`config.mk`:
```
export PLATFORM = sky130hd
export DESIGN_NAME = dfwd_div
export DESIGN_NICKNAME = d
export VERILOG_FILES = /design/src/rtl/core/dfwd_div.sv
export SDC_FILE = /design/constraint.sdc
export NUM_CORES = 1
export LEC_CHECK = 0
export BUFFER_PORTS_ARGS = -buffer_cell sky130_fd_sc_hd__buf_2
export CORE_MARGIN = 2
export CORE_UTILIZATION = 30
export CTS_CLUSTER_DIAMETER = 60
export CTS_CLUSTER_SIZE = 16
export DETAILED_ROUTE_END_ITERATION = 8
export GPL_TIMING_DRIVEN = 0
export PLACE_DENSITY = 0.44
export SKIP_CTS_REPAIR_TIMING = 1
export SYNTH_ARGS = -nofsm -noshare
export SYNTH_HDL_FRONTEND = slang
export SYNTH_SLANG_ARGS = --single-unit
```
`constraint.sdc`:
```
create_clock -name clk -period 2.3 [get_ports clk]
set_input_delay 0 -clock clk [delete_from_list [all_inputs] [get_ports clk]]
set_output_delay 0 -clock clk [all_outputs]
set_load 0.05 [all_outputs]
```
`src/rtl/core/dfwd_div.sv`:
```
// ---------------------------------------------------------------------------
// Pipelined restoring divider
// One quotient bit per register stage; caller guarantees num < den * 2^QW.
// ---------------------------------------------------------------------------
module dfwd_div #(
  parameter int NW = 16,
  parameter int DW = 8,
  parameter int QW = 8
) (
  input  logic          clk,
  input  logic          en,
  input  logic [NW-1:0] num,
  input  logic [DW-1:0] den,
  output logic [QW-1:0] q
);

  localparam int CW = (NW > DW + QW) ? NW : DW + QW;

  logic [NW-1:0] rem_r [QW-1];
  logic [DW-1:0] den_r [QW-1];
  logic [QW-1:0] q_r   [QW];

  for (genvar j = 0; j < QW; j++) begin : g_stg
    localparam int BIT = QW - 1 - j;
    logic [NW-1:0] rem_in;
    logic [DW-1:0] den_in;
    logic [QW-1:0] q_in;
    logic [QW-1:0] q_nxt;
    logic [CW-1:0] sh_w;
    logic [CW-1:0] diff_w;
    logic          ge_w;

    if (j == 0) begin : g_first
      assign rem_in = num;
      assign den_in = den;
      assign q_in   = '0;
    end else begin : g_next
      assign rem_in = rem_r[j-1];
      assign den_in = den_r[j-1];
      assign q_in   = q_r[j-1];
    end

    // Trial subtract of the shifted divisor.
    always_comb begin
      sh_w        = CW'(den_in) << BIT;
      ge_w        = CW'(rem_in) >= sh_w;
      diff_w      = CW'(rem_in) - sh_w;
      q_nxt       = q_in;
      q_nxt[BIT]  = ge_w;
    end

    always_ff @(posedge clk) begin
      if (en) begin
        q_r[j] <= q_nxt;
      end
    end

    if (j < QW - 1) begin : g_rem
      always_ff @(posedge clk) begin
        if (en) begin
          rem_r[j] <= ge_w ? diff_w[NW-1:0] : rem_in;
          den_r[j] <= den_in;
        end
      end
    end
  end

  assign q = q_r[QW-1];

endmodule

```
==> summary.txt, run 1 <==
Clocking
  – Root buf cell: clkbuf_16
  – Worst-skew pair later-pin latency: 0.51 ns
  – CTS tree: yes
  – H-tree levels: 1
  – Max Root-Sink Buffers: 3
  – Worst-path clk slew: around 0.070 ns
  – CTS sink count: slightly above 200
  – Clock buffer count from CTS: 22

Timing
  – Max-slew violation count: 0
  – RSZ-0062 raised after global routing: true
  – Slew headroom: 54.8%
  – Final clock skew: between 0.009 and 0.01 ns
  – Fmax: between 0.3 and 0.4 GHz
  – Slew @ Worst Pin: a little under 0.7 ns
  – Fin. Hold Viols: 3
  – Hold Slack: -0.00553 ns
  – Endpoints failing setup: 34
  – Setup ws final: -0.244 ns
  – Tcrit/Tclk final: 111%
  – Min Clock Period, post-route: 2.54 ns

Detailed routing
  – Via count: roughly 6.6k
  – Met3 wire len: ~480 um
  – Routed WL: 20800 um
  – DR WL met2: ~11000 um
  – Wl on met1: 7930 um
  – Post-route antenna net violation count: 0
  – DR WL/cell: 14.6 um
  – DR iter-0 viols: ~250
  – Pre-Repair DR Iteration Count: 6
  – # DRC: 0
  – DR vias/cell: 4.67
  – Top routing layer used: met4

Place
  – IO buf count: 33
  – Routability Congestion: 0.855
  – Hpwl dp: between 10000 and 15000 um
  – Setup WS pre-CTS: -0.706 ns
  – Dpl cell area: 0.0111 mm^2
  – Cells after DPL: 1307

Worst hold path
  – Worst Hold Depth: 1
  – Hold_sp: en
  – Worst Hold Class: input port to flip-flop

Setup path
  – Setup CP Type: flip-flop to flip-flop
  – Slowest-stage cell, CP: or4b_4
  – Worst EP required: 2.55 ns
  – Worst-path fanout max: 4
  – R2R Path Start: rem_r[3][4]
  – Arrival time at the worst endpoint: 2.80 ns
  – Worst-path cell chain: ha_4 > or4b_4 > o31a_1 > and2_4 > and2_4 > buf_12 > buf_6 > buf_4 > mux2i_1
  – Critical path capture point type: flip-flop
  – Critical Path Start: rem_r[3][4]
  – CP Launch Type: flip-flop
  – Top cell by count, worst path: and2_4
  – R2R cell count: 9
  – Slowest stage delay, CP: 0.49 ns

Yosys
  – FFs w/ async S/R, synth: 0%
  – Sequential share of the synthesized area: between 50% and 60%
  – Post-synth EDFFs: about 200
  – Share of the synthesized area in the top cell type: a little under 60%
  – Synth area leaders: edfxtp_1, ha_1, inv_1
  – Ys Warns: 0
  – Synthesized flop and latch total: slightly above 200
  – Synth Cell Area: between 0.01 and 0.015 mm^2
  – Avg Synthesized Cell Area: between 10 and 15 um^2
  – Primary FF master, synth: edfxtp_1
  – Area leader, netlist: edfxtp_1
  – Mapped Cells: 825
  – Yosys cell types: 59
  – Post-Syn Nets: a little over 900

Layout
  – Layout net count: between 1k and 1.5k
  – Commonest non-fill, non-tap cell in the layout: edfxtp_1
  – Commonest cells after routing, fill and taps aside: edfxtp_1, inv_1, nor2_1
  – Post-layout util: around 40%
  – Share of cells above drive strength 1: 27.3%
  – Cell area after layout: between 0.01 and 0.015 mm^2
  – Area Growth Syn to Fin: 29.5%
  – Finished Layout Cells: between 1k and 1.5k
  – Antenna Cells: 0

Global route
  – First-pass GRT wire length: ~31000 um
  – Vias in the first global route: approximately 6.5k
  – Total GRT Usage: a little over a tenth
  – Pin count of the biggest net entering global routing: between 100 and 150
  – GRT overflow: 0
  – Antenna violations before repair: 0

Pwr
  – Maximum vdd ir drop: 0.000550 V
  – Lkg Pwr: 4.94 nW
  – Power per cell area: a little under 1000 mW/mm^2

Die
  – # IOs: 34
  – Starting density of the core: between 30% and 40%
  – DIE WIDTH: roughly 190 um
  – Core footprint: about 0.034 mm^2
  – Die Area: roughly 0.036 mm^2
  – Row count: between 60 and 70
  – Die Ht: ~190 um

Job
  – Max-cap viol count: 0

Status
  – Failing checks: negative hold slack, negative setup slack
  – Status: finished, violations left
-- worst max-delay path: cells and delay by family (launching register included) --
family | cells | cell delay [ns]
AND/OR/NAND/NOR | 3 | 0.81
buffers and inverters | 3 | 0.37
multiplexers | 1 | 0.11
adder cells (fa/ha/maj) | 1 | 0.29
AO/OA/AOI/OAI | 1 | 0.28
flip-flops | 1 | 0.44
-- stage by stage --
step	hold WS (ns)	TNS (ns)	power [mW]
2_1_floorplan	0.0989	-0.104	7.61
3_3_place_gp	0.196	-332.11	8.38
3_5_place_dp	0.195	-30.10	8.38
4_1_cts	-0.345	-29.42	12.0
5_1_grt	0.0315	-7.52	13.7
6_report	-0.00553	-3.72	12.9
-- power breakdown --
group / total [mW] / switching, mW / internal (mW)
Combinational: 3.95 / 2.01 / 1.94
Sequential: 5.43 / 0.462 / 4.97
Clock: 3.53 / 1.55 / 1.99
-- cell families (layout without fill, tap and decap cells) --
family	count (synthesis)	count (layout)	synth area share, %
fa+ha+maj	71	71	9.16
buf+inv	98	245	3.73
mux	17	17	1.79
flops	204	204	59.6
compound gates	190	190	11.9
simple gates	201	203	10.0
xor+xnor	44	44	3.75
-- metal layers --
layer,up-vias,track usage (%)
li1,3348,-
met1,3164,11.2
met2,80,20.9
met3,45,1.67
met4,0,5.32
met5,-,0
-- worst paths after layout --
path / to / slack [ns]
setup / recovery: rem_r[4][3] / -0.24
hold / removal: q_r[1][25] / -0.006
setup reg to reg: rem_r[4][3] / -0.24
hold reg to reg: q_r[0][29] / 0.42
-- sequential cells by signal, indices dropped and copies added (netlist names) --
register  cells
den_r        56
q_r          36
rem_r       112
-- cells in the mapped netlist, types with 8 or more instances --
| cell | count |
|---|---|
| a211oi_1 | 10 |
| a21o_1 | 14 |
| a21oi_1 | 48 |
| clkbuf_1 | 8 |
| edfxtp_1 | 204 |
| ha_1 | 64 |
| inv_1 | 88 |
| mux2_2 | 11 |
| nand2_1 | 49 |
| nand4_1 | 8 |
| nor2_1 | 57 |
| nor2b_1 | 11 |
| nor3_1 | 19 |
| nor4_1 | 14 |
| o21a_1 | 17 |
| o21ai_0 | 47 |
| o31a_1 | 8 |
| o31ai_1 | 14 |
| xnor2_1 | 17 |
| xor2_1 | 27 |
-- final cells by class --
cell class	instances	area, um^2
tap	448	561
clock inverter	14	139
timing repair buffer	110	911
inverter	88	330
multi-input combinational	525	4560
clock buffer	25	583
buffer	8	90.1
fill	3174	20300
sequential	204	6130
Note: power is estimated with default switching activity, not from simulation.
==> inputs of run 2 (changes only) <==
--- a/config.mk
+++ b/config.mk
@@ -6,6 +6,7 @@
 export NUM_CORES = 1
 export LEC_CHECK = 0
 export BUFFER_PORTS_ARGS = -buffer_cell sky130_fd_sc_hd__buf_2
+export CORE_ASPECT_RATIO = 0.9
 export CORE_MARGIN = 2
 export CORE_UTILIZATION = 30
 export CTS_CLUSTER_DIAMETER = 60
==> run 2 against run 1 <==
  * The flow finishes with violations (negative setup slack)
  * Power decreased by 1.8%
  * Combinational power decreased by 1%
  * Register-to-register slack about the same
  * Clock power decreased by 5.7%
  * Utilization decreased by 0.29 points
  * Count of clock-buffer cells in the layout decreased by 3
  * Fmax increased by 0.11%
  * Sequential share of layout area about the same
  * Worst setup slack improved by 0.0029 ns
  * Critical path depth decreased by 1
==> summary.txt, run 2 (synthesis results as in run 1) <==
Detailed routing
  – Routed WL: 20800 um (about the same)
  – DR vias/cell: 4.58 (was 4.67)
  – DR WL/cell: 14.5 um (was 14.6 um)
  – Via count: 6578 (was 6637)
  – DR iter-0 viols: 237 (was 247)
  – # DRC: 0 (unchanged)
  – Post-route antenna net violation count: 0 (unchanged)
  – Pre-Repair DR Iteration Count: 4 (was 6)

Timing
  – Hold Slack: 0.0221 ns (was -0.00553 ns)
  – Max-slew violation count: 0 (unchanged)
  – Endpoints failing setup: 41 (was 34)
  – Fmax: 0.394 GHz (was 0.393 GHz)
  – Fin. Hold Viols: 0 (was 3)
  – Slew headroom: 55.9% (was 54.8%)
  – Min Clock Period, post-route: 2.54 ns (about the same)
  – Slew @ Worst Pin: 0.662 ns (was 0.679 ns)
  – TNS Setup: -4.65 ns (was -3.72 ns)
  – RSZ-0062 raised after global routing: true (unchanged)
  – Setup ws final: -0.241 ns (was -0.244 ns)
  – Tcrit/Tclk final: 110% (was 111%)
  – Final clock skew: 0.0103 ns (was 0.00922 ns)

Place
  – Hpwl dp: 13700 um (about the same)
  – Routability Congestion: 0.847 (was 0.855)
  – IO buf count: 33 (unchanged)
  – Cells after DPL: 1321 (was 1307)

Global route
  – Met1 GRT Util: 11.5% (was 11.2%)
  – Total GRT Usage: 10.4% (was 10.8%)
  – Vias in the first global route: 6186 (was 6508)
  – First-pass GRT wire length: 30200 um (was 31500 um)
  – Met3 usage: 1.78% (was 1.67%)
  – Met2 Use GR: 19.4% (was 20.9%)
  – GR peak layer: met2 (unchanged)
  – GRT overflow: 0 (unchanged)
  – Pin count of the biggest net entering global routing: 120 (was 118)
  – Antenna violations before repair: 0 (unchanged)

Clocking
  – Worst-skew pair later-pin latency: 0.49 ns (was 0.51 ns)
  – Clock buffer count from CTS: 21 (was 22)
  – Worst-path clk slew: 0.07 ns (about the same)
  – Root buf cell: clkbuf_16 (unchanged)
  – Max Root-Sink Buffers: 3 (unchanged)
  – CTS tree: yes (unchanged)
  – H-tree levels: 1 (unchanged)
  – CTS sink count: 204 (unchanged)

Setup path
  – Critical Path Start: rem_r[3][4] (unchanged)
  – Worst setup path endpoint: rem_r[4][13] (was rem_r[4][3])
  – Arrival time at the worst endpoint: 2.78 ns (was 2.80 ns)
  – CP Launch Type: flip-flop (unchanged)
  – R2r setup slk: -0.24 ns (about the same)
  – Setup CP Type: flip-flop to flip-flop (unchanged)
  – R2R cell count: 8 (was 9)
  – Worst-path fanout max: 6 (was 4)
  – Worst EP required: 2.54 ns (was 2.55 ns)
  – Worst R2R End: rem_r[4][13] (was rem_r[4][3])
  – Critical path capture point type: flip-flop (unchanged)
  – R2R Path Start: rem_r[3][4] (unchanged)

Die
  – Die Area: 0.0357 mm^2 (about the same)
  – # IOs: 34 (unchanged)
  – Row count: 64 (was 67)
  – DIE WIDTH: 199 um (was 189 um)
  – Core footprint: 0.0339 mm^2 (was 0.0336 mm^2)
  – Die Ht: 180 um (was 189 um)
  – Starting density of the core: 30.3% (was 30.6%)

Pwr
  – Seq pwr share: 42.9% (was 42.0%)
  – Lkg Pwr: 4.95 nW (was 4.94 nW)
  – Clock share of power: 26.2% (was 27.3%)
  – NetSw: 3.96 mW (was 4.02 mW)
  – Combinational share of power: 30.9% (was 30.6%)
  – Power per cell area: 953 mW/mm^2 (was 971 mW/mm^2)
  – Maximum vdd ir drop: 0.000458 V (was 0.000550 V)
  – Cell-internal power: 8.72 mW (was 8.90 mW)
  – Sw Ratio: 31.2% (was 31.1%)

Layout
  – Biggest regs: rem_r (112), den_r (56), q_r (36) (unchanged)
  – Largest register FFs: 112 (unchanged)
  – Antenna Cells: 0 (unchanged)
  – Top reg by flops: rem_r (unchanged)
  – Area Growth Syn to Fin: 29.5% (about the same)
  – Post-layout util: 39.3% (was 39.6%)
  – Share of cells above drive strength 1: 28.4% (was 27.3%)
  – Filler cells: 3256 (was 3174)
  – Commonest cells after routing, fill and taps aside: edfxtp_1, inv_1, nor2_1, ha_1, a21oi_1 (was edfxtp_1, inv_1, nor2_1)
  – Finished Layout Cells: 1435 (was 1422)
  – Commonest non-fill, non-tap cell in the layout: edfxtp_1 (unchanged)
  – Layout net count: 1057 (was 1056)

Worst hold path
  – Worst Hold Class: input port to flip-flop (unchanged)

Status
  – Status: finished, violations left (unchanged)
  – Failing checks: negative setup slack (was negative hold slack, negative setup slack)

Job
  – Max-cap viol count: 0 (unchanged)
## run 2: cell type report
type,instances,area [um^2],share of cell area (%)
multi-input cells,525,4580,34.4
repair buffers,112,925,6.95
clock inverters,14,143,1.07
flip-flops and latches,204,6130,46.0
well taps,462,578,4.34
clock buffers,22,529,3.98
inverters,88,330,2.48
plain buffers,8,93.8,0.705
## run 2: worst min path at each step
stage	start	endpoint	slack (ns)	cells after the start
3_5_place_dp	num[4]	rem_r[0][4]	0.20	1
6_report	en	q_r[1][25]	0.02	1
3_3_place_gp	num[6]	rem_r[0][6]	0.20	1
4_1_cts	num[4]	rem_r[0][4]	-0.33	1
5_1_grt	en	q_r[1][17]	0.05	1
2_1_floorplan	den[0]	den_r[0][0]	0.1	0
## run 2: power groups by stage
stage               clock (mW)  sequential (mW)  combinational, mW
finish                    3.33             5.44               3.91
global placement             0             5.45               2.92
CTS                       3.46             5.35               2.96
detailed placement           0             5.43               2.94
global route              3.59             5.52               4.32
floorplan                    0             5.33               2.28
## run 2: critical path: stages, from the launching register on
cell and delay (ns):
edfxtp_1 0.44, ha_4 0.30, or4b_4 0.49, o31a_1 0.27
and2_4 0.15, and2_4 0.17, buf_8 0.14, and4b_1 0.26
xor2_1 0.06
## run 2: metrics by stage
step	worst slack (ns)	power (mW)	instance area [um^2]
6_report	-0.241	12.7	13300
5_1_grt	-0.310	13.4	13300
4_1_cts	-0.716	11.8	11800
3_5_place_dp	-0.694	8.38	11100
3_3_place_gp	-1.53	8.38	11100
2_1_floorplan	-0.0309	7.61	10300
## run 2: metal layers
metal	routed length, um	part of all wire (%)	vias up
met5	0	0	-
met4	874	4.2	0
met3	582	2.8	47
met2	11300	54	85
met1	8010	39	3098
li1	-	-	3348
