[config.mk]
export PLATFORM = sky130hd
export DESIGN_NAME = dfwd_dly
export DESIGN_NICKNAME = d
export VERILOG_FILES = /design/src/rtl/core/dfwd_dly.sv
export SDC_FILE = /design/constraint.sdc
export NUM_CORES = 1
export LEC_CHECK = 0
export BUFFER_PORTS_ARGS = -buffer_cell sky130_fd_sc_hd__buf_2
export CORE_ASPECT_RATIO = 1.1
export CORE_UTILIZATION = 30
export CTS_BUF_LIST = sky130_fd_sc_hd__clkbuf_4
export CTS_CLUSTER_DIAMETER = 150
export DETAILED_ROUTE_END_ITERATION = 6
export PLACE_DENSITY = 0.64
export SYNTH_ARGS = -nofsm -noshare
export SYNTH_HDL_FRONTEND = slang
export SYNTH_SLANG_ARGS = --single-unit
[constraint.sdc]
create_clock -name clk -period 0.8 [get_ports clk]
set_input_delay 0 -clock clk [delete_from_list [all_inputs] [get_ports clk]]
set_output_delay 0 -clock clk [all_outputs]
set_load 0.01 [all_outputs]
[src/rtl/core/dfwd_dly.sv]
// ---------------------------------------------------------------------------
// Delay line
// Shifts a word through N registers under a common advance enable.
// ---------------------------------------------------------------------------
module dfwd_dly #(
  parameter int W = 8,
  parameter int N = 2
) (
  input  logic         clk,
  input  logic         en,
  input  logic [W-1:0] d,
  output logic [W-1:0] q
);

  logic [W-1:0] sr_r [N];

  // Shift on every advance.
  always_ff @(posedge clk) begin
    if (en) begin
      sr_r[0] <= d;
      for (int i = 1; i < N; i++) begin
        sr_r[i] <= sr_r[i-1];
      end
    end
  end

  assign q = sr_r[N-1];

endmodule

==> results of run 1 <==
## cell families after synthesis
group / count (synthesis) / share of synthesized area [%]
flops: 16 / 88.9
buf+inv: 8 / 11.1
## cell usage in the layout (no fill, tap or decap)
cell,n
buf_2,17
clkbuf_4,3
clkinv_1,1
dlygate4sd3_1,8
edfxtp_1,16
## stage by stage
stage               hold WS [ns]  utilization (%)
floorplan                 0.0989                -
global placement           0.178             35.9
detailed placement         0.179             35.9
CTS                        0.132             42.5
global route               0.155             42.5
finish                     0.136             42.5
## power by group through the flow
stage                     logic, mW  clock network, mW  registers, mW
after floorplan              0.0508                  0           1.02
after global placement       0.0728                  0           1.02
after detailed placement     0.0746                  0           1.03
after CTS                     0.104              0.412           1.01
after global routing          0.113              0.433           1.01
final                         0.102              0.387           1.00
## timing repair
action | CTS | global route
endpoints found under the hold margin | 8 | 0
setup endpoints to repair | 0 | 8
hold buffers | 8 | 0
## layout make-up
type,count,area [um2],share of cell area (%)
tap,17,21.3,3.07
clock inverter,1,3.75,0.542
sequential,16,480,69.3
clock buffer,3,22.5,3.25
timing repair buffer,25,165,23.8
## per-layer routing
layer | wire [um] | vias to the layer above
met5 | 0 | -
met4 | 0 | 0
met3 | 64 | 0
met2 | 307 | 15
met1 | 187 | 100
li1 | - | 123
## path summary, 6_finish.rpt
kind | from | end | slack (ns) | cells past startpoint
worst min register to register | sr_r[0][0] | sr_r[0][8] | 0.43 | 0
worst min-delay path | en | sr_r[0][1] | 0.14 | 1
worst max-delay path | sr_r[0][12] | q[4] | 0.02 | 1
worst max register to register | sr_r[0][2] | sr_r[0][10] | 0.18 | 0
==> results by group, run 1 <==
Power
  • NetSw: 0.264 mW
  • PD cells: 2160 nW/um2
  • Clock power share: 25.9%
  • Total Power: 1.49 mW
  • Sequential share of power: 67.2%
  • Cell Int Power: 1.23 mW
  • Leak: 0.272 nW
  • Switching Share: 17.6%
  • Gate power share: 6.9%
  • Worst IR Drop VDD: 0.00116 V

Final layout
  • Inserted Diodes: 0
  • Multi-input gates: 0
  • # nets final: 56
  • Post-route insts no fill: 62
  • Layout fillers: 143
  • Max FFs per register: 16
  • Layout cell share with drive strength beyond 1: 44.4%
  • Most flops, register: sr_r
  • Layout area overhead: 28.2%
  • Top Registers: sr_r (16)
  • Final instance area: 693 um2
  • Multi-input combinational cell area: 0 um2

Timing
  • FMAX: 1.28 GHz
  • RSZ-0062 raised after global routing: yes
  • Final setup fails: 0
  • Final Critical Period: 0.783 ns
  • Setup TNS: 0 ns
  • Setup ws final: 0.0174 ns
  • Clock skew: 0.00132 ns
  • Measured slew at the worst slew-check pin: 0.311 ns
  • Relative slew slack: 79.3%
  • Final Cycle Share: 97.8%
  • Max-slew violations: 0
  • Final Hold Violating Endpoints: 0

Logic synthesis
  • Syn Inst Count: 24
  • Synthesis Warnings: 0
  • Async S/R FF share, synth: 0%
  • Syn Nets: 34
  • Unique masters post-synth: 2
  • Post-synth EDFFs: 16
  • Seq cells post-synth: 16
  • Synth cell count leaders: edfxtp_1, buf_4
  • Synth top area cells: edfxtp_1, buf_4
  • Yosys top cell by area: edfxtp_1
  • Avg Inst Size Synth: 22.5 um2
  • Main synth FF type: edfxtp_1
  • Top-area cell type share of the netlist area: 88.9%
  • Synth Cell Area: 541 um2
  • Seq/Total Area, Yosys: 88.9%
  • Count leader, synth: edfxtp_1

Critical path
  • WS Path Type: register to output pin
  • CP delay by family, top: flip-flops
  • CP arrival: 0.78 ns
  • Worst setup SP type: register
  • Max incr delay on CP: 0.37 ns
  • CP Max Fanout: 1
  • WP data required: 0.80 ns
  • Critical-path top delay cell: edfxtp_1
  • CP bufs+invs: 1
  • Worst-path cell chain: buf_2
  • Worst Setup End Kind: output pin

Global route
  • Number of global-route vias before repair: 216
  • GR Util All Layers: 5.63%
  • GR peak layer: met2
  • Initial antenna violation count: 0
  • M2 GR Usage: 10.8%
  • Met1 Use GR: 3.77%
  • M3 GR Usage: 2.75%
  • Pin count of the biggest net entering global routing: 17
  • First-pass GRT wire length: 752 um
  • GR Overflow Total: 0

Floorplanning
  • Horiz. Die Dim: 42.5 um
  • Die ar.: 1980 um2
  • Initial Util: 33.1%
  • Core area: 1630 um2
  • FP Rows: 15
  • Io pins: 18
  • Die height: 46.5 um

Placed design
  • Placed cells: 50
  • Place WS: 0.166 ns
  • Port Buf Inserts: 17
  • Post-DP Area: 587 um2
  • Gpl congestion: 0.590

Routing
  • First drt pass iteration count: 2
  • DRC Markers: 0
  • Routed Antenna Nets: 0
  • DRT Wirelength: 559 um
  • DR iter-0 viols: 1
  • DR WL/cell: 9.02 um
  • Via count: 238
  • Via density: 3.84

CTS
  • # resized after CTS: 0
  • # H-tree levels: 1
  • Post-CTS Setup Inserts: 0
  • Clock Latency Late Sink: 0.27 ns
  • Num CTS Buffers: 3
  • Clock sink total: 16
  • CTS max path bufs: 2
  • CTS root buffer: clkbuf_4
  • Clock Pin Slew Worst Setup and Hold Paths: 0.08 ns
  • CTS tree: yes

Run
  • Max cap viols: 0

Status
  • Outcome: finished, final reports clean

Worst hold path
  • Worst hold path type: input pin to register
Note: power is estimated with default switching activity, not from simulation.
==> run 2: changes to the inputs <==
- BUFFER_PORTS_ARGS: -buffer_cell sky130_fd_sc_hd__buf_2 -> -buffer_cell sky130_fd_sc_hd__buf_4
==> results by group, run 2 (synthesis gave the netlist of run 1 again) <==
Worst hold path
  • Worst Hold Launch: en
  • Hold Path End: sr_r[0][5]
  • Worst hold path type: input pin to register
  • Hold Crit Depth: 1 (unchanged)

Timing
  • FMAX: 1.25 GHz (-2.3%)
  • Clock skew: 0.00133 ns (+0.00000921 ns)
  • Max-slew violations: 0 (unchanged)
  • Final setup fails: 1 (+1)
  • RSZ-0062 raised after global routing: yes
  • Relative slew slack: 87.3% (+8.0 points)
  • Hold Slack: 0.0882 ns (-0.0481 ns)
  • Setup ws final: -0.000897 ns (-0.0183 ns)
  • Measured slew at the worst slew-check pin: 0.190 ns (-0.120 ns)
  • Final Hold Violating Endpoints: 0 (unchanged)
  • Final Cycle Share: 100% (+2.3 points)
  • Final Critical Period: 0.801 ns (+0.0183 ns)

Status
  • Outcome: complete, but fails checks
  • Failing checks: setup timing

CTS
  • Clock Pin Slew Worst Setup and Hold Paths: 0.08 ns (about the same)
  • CTS max path bufs: 2 (unchanged)
  • Post-CTS Setup Inserts: 0 (unchanged)
  • CTS tree: yes
  • Clock sink total: 16 (unchanged)
  • CTS root buffer: clkbuf_4
  • Clock Latency Late Sink: 0.27 ns (about the same)
  • Num CTS Buffers: 3 (unchanged)
  • # H-tree levels: 1 (unchanged)

Critical path
  • RR Endpoint: sr_r[0][15]
  • RR Startpoint: sr_r[0][7]
  • CP delay by family, top: flip-flops
  • WP data required: 0.80 ns (about the same)
  • Max incr delay on CP: 0.40 ns (+0.03 ns)
  • CP arrival: 0.80 ns (+0.02 ns)
  • Worst setup SP type: register
  • Worst R2R Path Depth: 0 (unchanged)
  • WS Path Type: register to output pin
  • Register-to-Register Setup Slack: 0.16 ns (-0.02 ns)
  • Worst Setup End Kind: output pin
  • CP Max Fanout: 1 (unchanged)
  • Worst-path cell chain: buf_6
  • CP bufs+invs: 1 (unchanged)
  • Critical-path top delay cell: edfxtp_1

Final layout
  • Final instance area: 762 um2 (+9.9%)
  • Most frequent cells in the layout: edfxtp_1, buf_4, dlygate4sd3_1, buf_6, clkbuf_4
  • Inserted Diodes: 0 (unchanged)
  • Layout cell share with drive strength beyond 1: 45.5% (+1.0 points)
  • Top Registers: sr_r (16)
  • Commonest non-fill, non-tap cell in the layout: edfxtp_1
  • Multi-input gates: 0 (unchanged)
  • Layout area overhead: 41.0%
  • Max FFs per register: 16 (unchanged)
  • Multi-input combinational cell area: 0 um2 (unchanged)
  • # nets final: 56 (unchanged)
  • Most flops, register: sr_r

Routing
  • DRC Markers: 0 (unchanged)
  • First drt pass iteration count: 1 (-1)
  • Via density: 4.02 (+4.6%)
  • DRT Wirelength: 691 um (+24%)
  • Via count: 245 (+2.9%)
  • Routed Antenna Nets: 0 (unchanged)
  • DR WL/cell: 11.3 um (+26%)
  • DR iter-0 viols: 0 (-1)

Global route
  • Initial antenna violation count: 0 (unchanged)
  • Number of global-route vias before repair: 252 (+17%)
  • First-pass GRT wire length: 1.04 mm (+38%)
  • Pin count of the biggest net entering global routing: 17 (unchanged)
  • GR Overflow Total: 0 (unchanged)
  • GR Util All Layers: 8.30% (+2.7 points)

Run
  • Max cap viols: 0 (unchanged)

Power
  • Switching Share: 18.0% (+0.34 points)
  • Clock power share: 24.9% (-1.0 points)
  • Sequential share of power: 65.6% (-1.6 points)
  • Leak: 0.295 nW (+8.5%)
  • Gate power share: 9.6% (+2.7 points)
  • Total Power: 1.54 mW (+3.4%)
  • Worst IR Drop VDD: 0.00123 V (+6.2%)
  • NetSw: 0.278 mW (+5.4%)
  • Cell Int Power: 1.27 mW (+2.9%)
  • PD cells: 2030 nW/um2 (-6.0%)

Floorplanning
  • Die height: 46.5 um (unchanged)
  • Horiz. Die Dim: 42.5 um (unchanged)
  • Die ar.: 1980 um2 (unchanged)
  • Core area: 1630 um2 (unchanged)
  • Io pins: 18 (unchanged)
  • FP Rows: 15 (unchanged)
  • Initial Util: 33.1% (unchanged)

Placed design
  • Gpl congestion: 0.585 (-0.73%)
  • Port Buf Inserts: 17 (unchanged)
  • Place WS: 0.162 ns (-0.00360 ns)
  • Post-DP Area: 629 um2 (+7.2%)
-- run 2: how the worst max path moves through the flow --
stage / start / endpoint / depth (start not counted)
floorplan: sr_r[0][2] / sr_r[0][10] / 0
global placement: sr_r[0][6] / sr_r[0][14] / 0
detailed placement: sr_r[0][7] / sr_r[0][15] / 0
CTS: sr_r[0][12] / q[4] / 1
global route: sr_r[0][12] / q[4] / 1
finish: sr_r[0][12] / q[4] / 1
-- run 2: what timing repair did --
item / CTS / global route
endpoints found under the setup margin: 3 / 8
resized for setup: 2 / 6
hold endpoints to repair: 8 / 0
hold buffers: 8 / 0
-- run 2: stage by stage --
step	utilization, %	TNS (ns)	cells
2_1_floorplan	-	0	24
3_3_place_gp	38.5	0	50
3_5_place_dp	38.5	0	50
4_1_cts	45.3	-0.0255	61
5_1_grt	46.7	-0.174	61
6_report	46.7	-0.000897	61
-- run 2: layer usage --
layer | global-route usage [%] | vias up | wire length (um)
li1 | - | 123 | -
met1 | 6.85 | 107 | 223
met2 | 15.1 | 15 | 411
met3 | 3.53 | 0 | 55
met4 | 7.50 | 0 | 0
met5 | 0 | - | 0
-- run 2: layout make-up --
cell class            instances  area, um2
tap                          17       21.3
sequential                   16        480
clock buffer                  3       22.5
fill                        131        871
timing repair buffer         25        238
-- run 2: power by group through the flow --
stage,combinational [mW],clock [mW],sequential (mW)
global route,0.156,0.426,1.02
floorplan,0.0508,0,1.02
CTS,0.135,0.397,1.01
detailed placement,0.101,0,1.03
global placement,0.0980,0,1.02
finish,0.147,0.384,1.01
==> run 3: changes to the inputs <==
- CORE_ASPECT_RATIO: 1.1 -> not set
- CORE_UTILIZATION: 30 -> 40
- PLACE_DENSITY: 0.64 -> 0.78
- TNS_END_PERCENT: not set -> 10
==> results by group, run 3 (synthesis gave the netlist of run 1 again) <==
Run
  • Max cap viols: 0 (unchanged)

Timing
  • Max-slew violations: 0 (unchanged)
  • Clock skew: 0.00986 ns (+0.00852 ns)
  • Final setup fails: 0 (-1)
  • Relative slew slack: 87.4% (about the same)
  • Final Cycle Share: 99.1% (-0.98 points)
  • Setup ws final: 0.00697 ns (+0.00787 ns)
  • RSZ-0062 raised after global routing: yes
  • Final Critical Period: 0.793 ns (-0.00787 ns)
  • Hold Slack: 0.0872 ns (-0.00101 ns)
  • Setup TNS: 0 ns (+0.000897 ns)
  • FMAX: 1.26 GHz (+0.99%)
  • Measured slew at the worst slew-check pin: 0.190 ns (-0.000865 ns)
  • Final Hold Violating Endpoints: 0 (unchanged)

CTS
  • # H-tree levels: 1 (unchanged)
  • CTS root buffer: clkbuf_4
  • Clock sink total: 16 (unchanged)
  • CTS tree: yes
  • Clock Pin Slew Worst Setup and Hold Paths: 0.09 ns (about the same)
  • Num CTS Buffers: 3 (unchanged)
  • Post-CTS Setup Inserts: 0 (unchanged)
  • Clock Latency Late Sink: 0.27 ns (about the same)
  • CTS max path bufs: 2 (unchanged)

Critical path
  • CP delay by family, top: flip-flops
  • Critical-path top delay cell: edfxtp_1
  • Worst path depth: 1 (unchanged)
  • Critical Path Sink: q[3]
  • CP arrival: 0.79 ns (about the same)
  • CP bufs+invs: 1 (unchanged)
  • Worst R2R Path Depth: 0 (unchanged)
  • Worst setup SP type: register
  • WP data required: 0.80 ns (about the same)
  • CP Max Fanout: 1 (unchanged)
  • Worst Setup End Kind: output pin
  • Register-to-Register Setup Slack: 0.16 ns (about the same)
  • RR Startpoint: sr_r[0][6]
  • RR Endpoint: sr_r[0][14]
  • Worst-path cell chain: buf_6
  • Crit path from: sr_r[0][11]
  • WS Path Type: register to output pin
  • Max incr delay on CP: 0.39 ns (about the same)

Final layout
  • Max FFs per register: 16 (unchanged)
  • Most frequent cells in the layout: edfxtp_1, buf_4, dlygate4sd3_1
  • # nets final: 56 (unchanged)
  • Layout cell share with drive strength beyond 1: 45.5% (unchanged)
  • Commonest non-fill, non-tap cell in the layout: edfxtp_1
  • Multi-input gates: 0 (unchanged)
  • Post-route insts no fill: 58 (-4.9%)
  • Inserted Diodes: 0 (unchanged)
  • Multi-input combinational cell area: 0 um2 (unchanged)
  • Most flops, register: sr_r
  • Layout area overhead: 39.6%
  • Top Registers: sr_r (16)

Placed design
  • Placed cells: 47 (-6.0%)
  • Gpl congestion: 0.608 (+3.8%)
  • Place WS: 0.174 ns (+0.0118 ns)
  • Port Buf Inserts: 17 (unchanged)

Floorplanning
  • Horiz. Die Dim: 38.8 um (-8.7%)
  • Die ar.: 1500 um2 (-24%)
  • Io pins: 18 (unchanged)
  • Core area: 1190 um2 (-27%)
  • FP Rows: 12 (-3)
  • Initial Util: 45.6% (+12 points)
  • Die height: 38.8 um (-17%)

Global route
  • Initial antenna violation count: 0 (unchanged)
  • Pin count of the biggest net entering global routing: 17 (unchanged)
  • Number of global-route vias before repair: 187 (-26%)
  • GR Util All Layers: 9.10% (+0.80 points)
  • First-pass GRT wire length: 793 um (-24%)
  • GR Overflow Total: 0 (unchanged)

Routing
  • First drt pass iteration count: 3 (+2)
  • DR iter-0 viols: 9 (+9)
  • Via count: 233 (-4.9%)
  • DRC Markers: 0 (unchanged)
  • DRT Wirelength: 619 um (-10%)
  • DR WL/cell: 10.7 um (-5.8%)
  • Via density: 4.02 (about the same)
  • Routed Antenna Nets: 0 (unchanged)

Power
  • PD cells: 2040 nW/um2 (+0.52%)
  • Leak: 0.294 nW (-0.42%)
  • Worst IR Drop VDD: 0.00159 V (+29%)
  • Total Power: 1.54 mW (-0.47%)

Worst hold path
  • Hold Crit Depth: 1 (unchanged)
  • Worst hold path type: input pin to register

Status
  • Outcome: finished, final reports clean
[run 3: cell counts in the layout (fill, tap and decap cells not counted)]
Identical to the previous run, type by type.
[run 3: worst min path at each step]
| stage | startpoint | end | slack (ns) |
|---|---|---|---|
| floorplan | d[0] | sr_r[0][0] | 0.1 |
| global placement | d[0] | sr_r[0][0] | 0.18 |
| detailed placement | d[1] | sr_r[0][1] | 0.18 |
| CTS | en | sr_r[0][1] | 0.09 |
| global route | en | sr_r[0][4] | 0.09 |
| finish | en | sr_r[0][3] | 0.09 |
[run 3: layer usage]
metal	vias up	part of all wire (%)	global-route usage [%]
li1	120	-	-
met1	95	40	8.70
met2	18	52	16.3
met3	0	8.2	3.47
met4	0	0	5.17
met5	-	0	0
[run 3: cell type report]
class                 count  area, um2
Fill cell                78        432
Tap cell                 14       17.5
Timing Repair Buffer     25        234
Sequential cell          16        480
Clock buffer              3       22.5
[run 3: repair_timing]
item                                    4_1_cts  5_1_grt
resized for setup                             1        6
endpoints found under the setup margin        2        8
hold buffers                                  8        0
endpoints found under the hold margin         8        0
[run 3: report_power, final]
part	total, mW	switching, mW	internal (mW)
logic	0.143	0.0462	0.0968
registers	1.01	0.0192	0.993
clock network	0.381	0.208	0.174
total	1.54	0.273	1.26
[run 3: metrics by stage]
| step | area, um2 | utilization, % |
|---|---|---|
| global route | 754 | 63.6 |
| global placement | 626 | 52.7 |
| finish | 754 | 63.6 |
| detailed placement | 626 | 52.7 |
| CTS | 732 | 61.7 |
| floorplan | 541 | - |
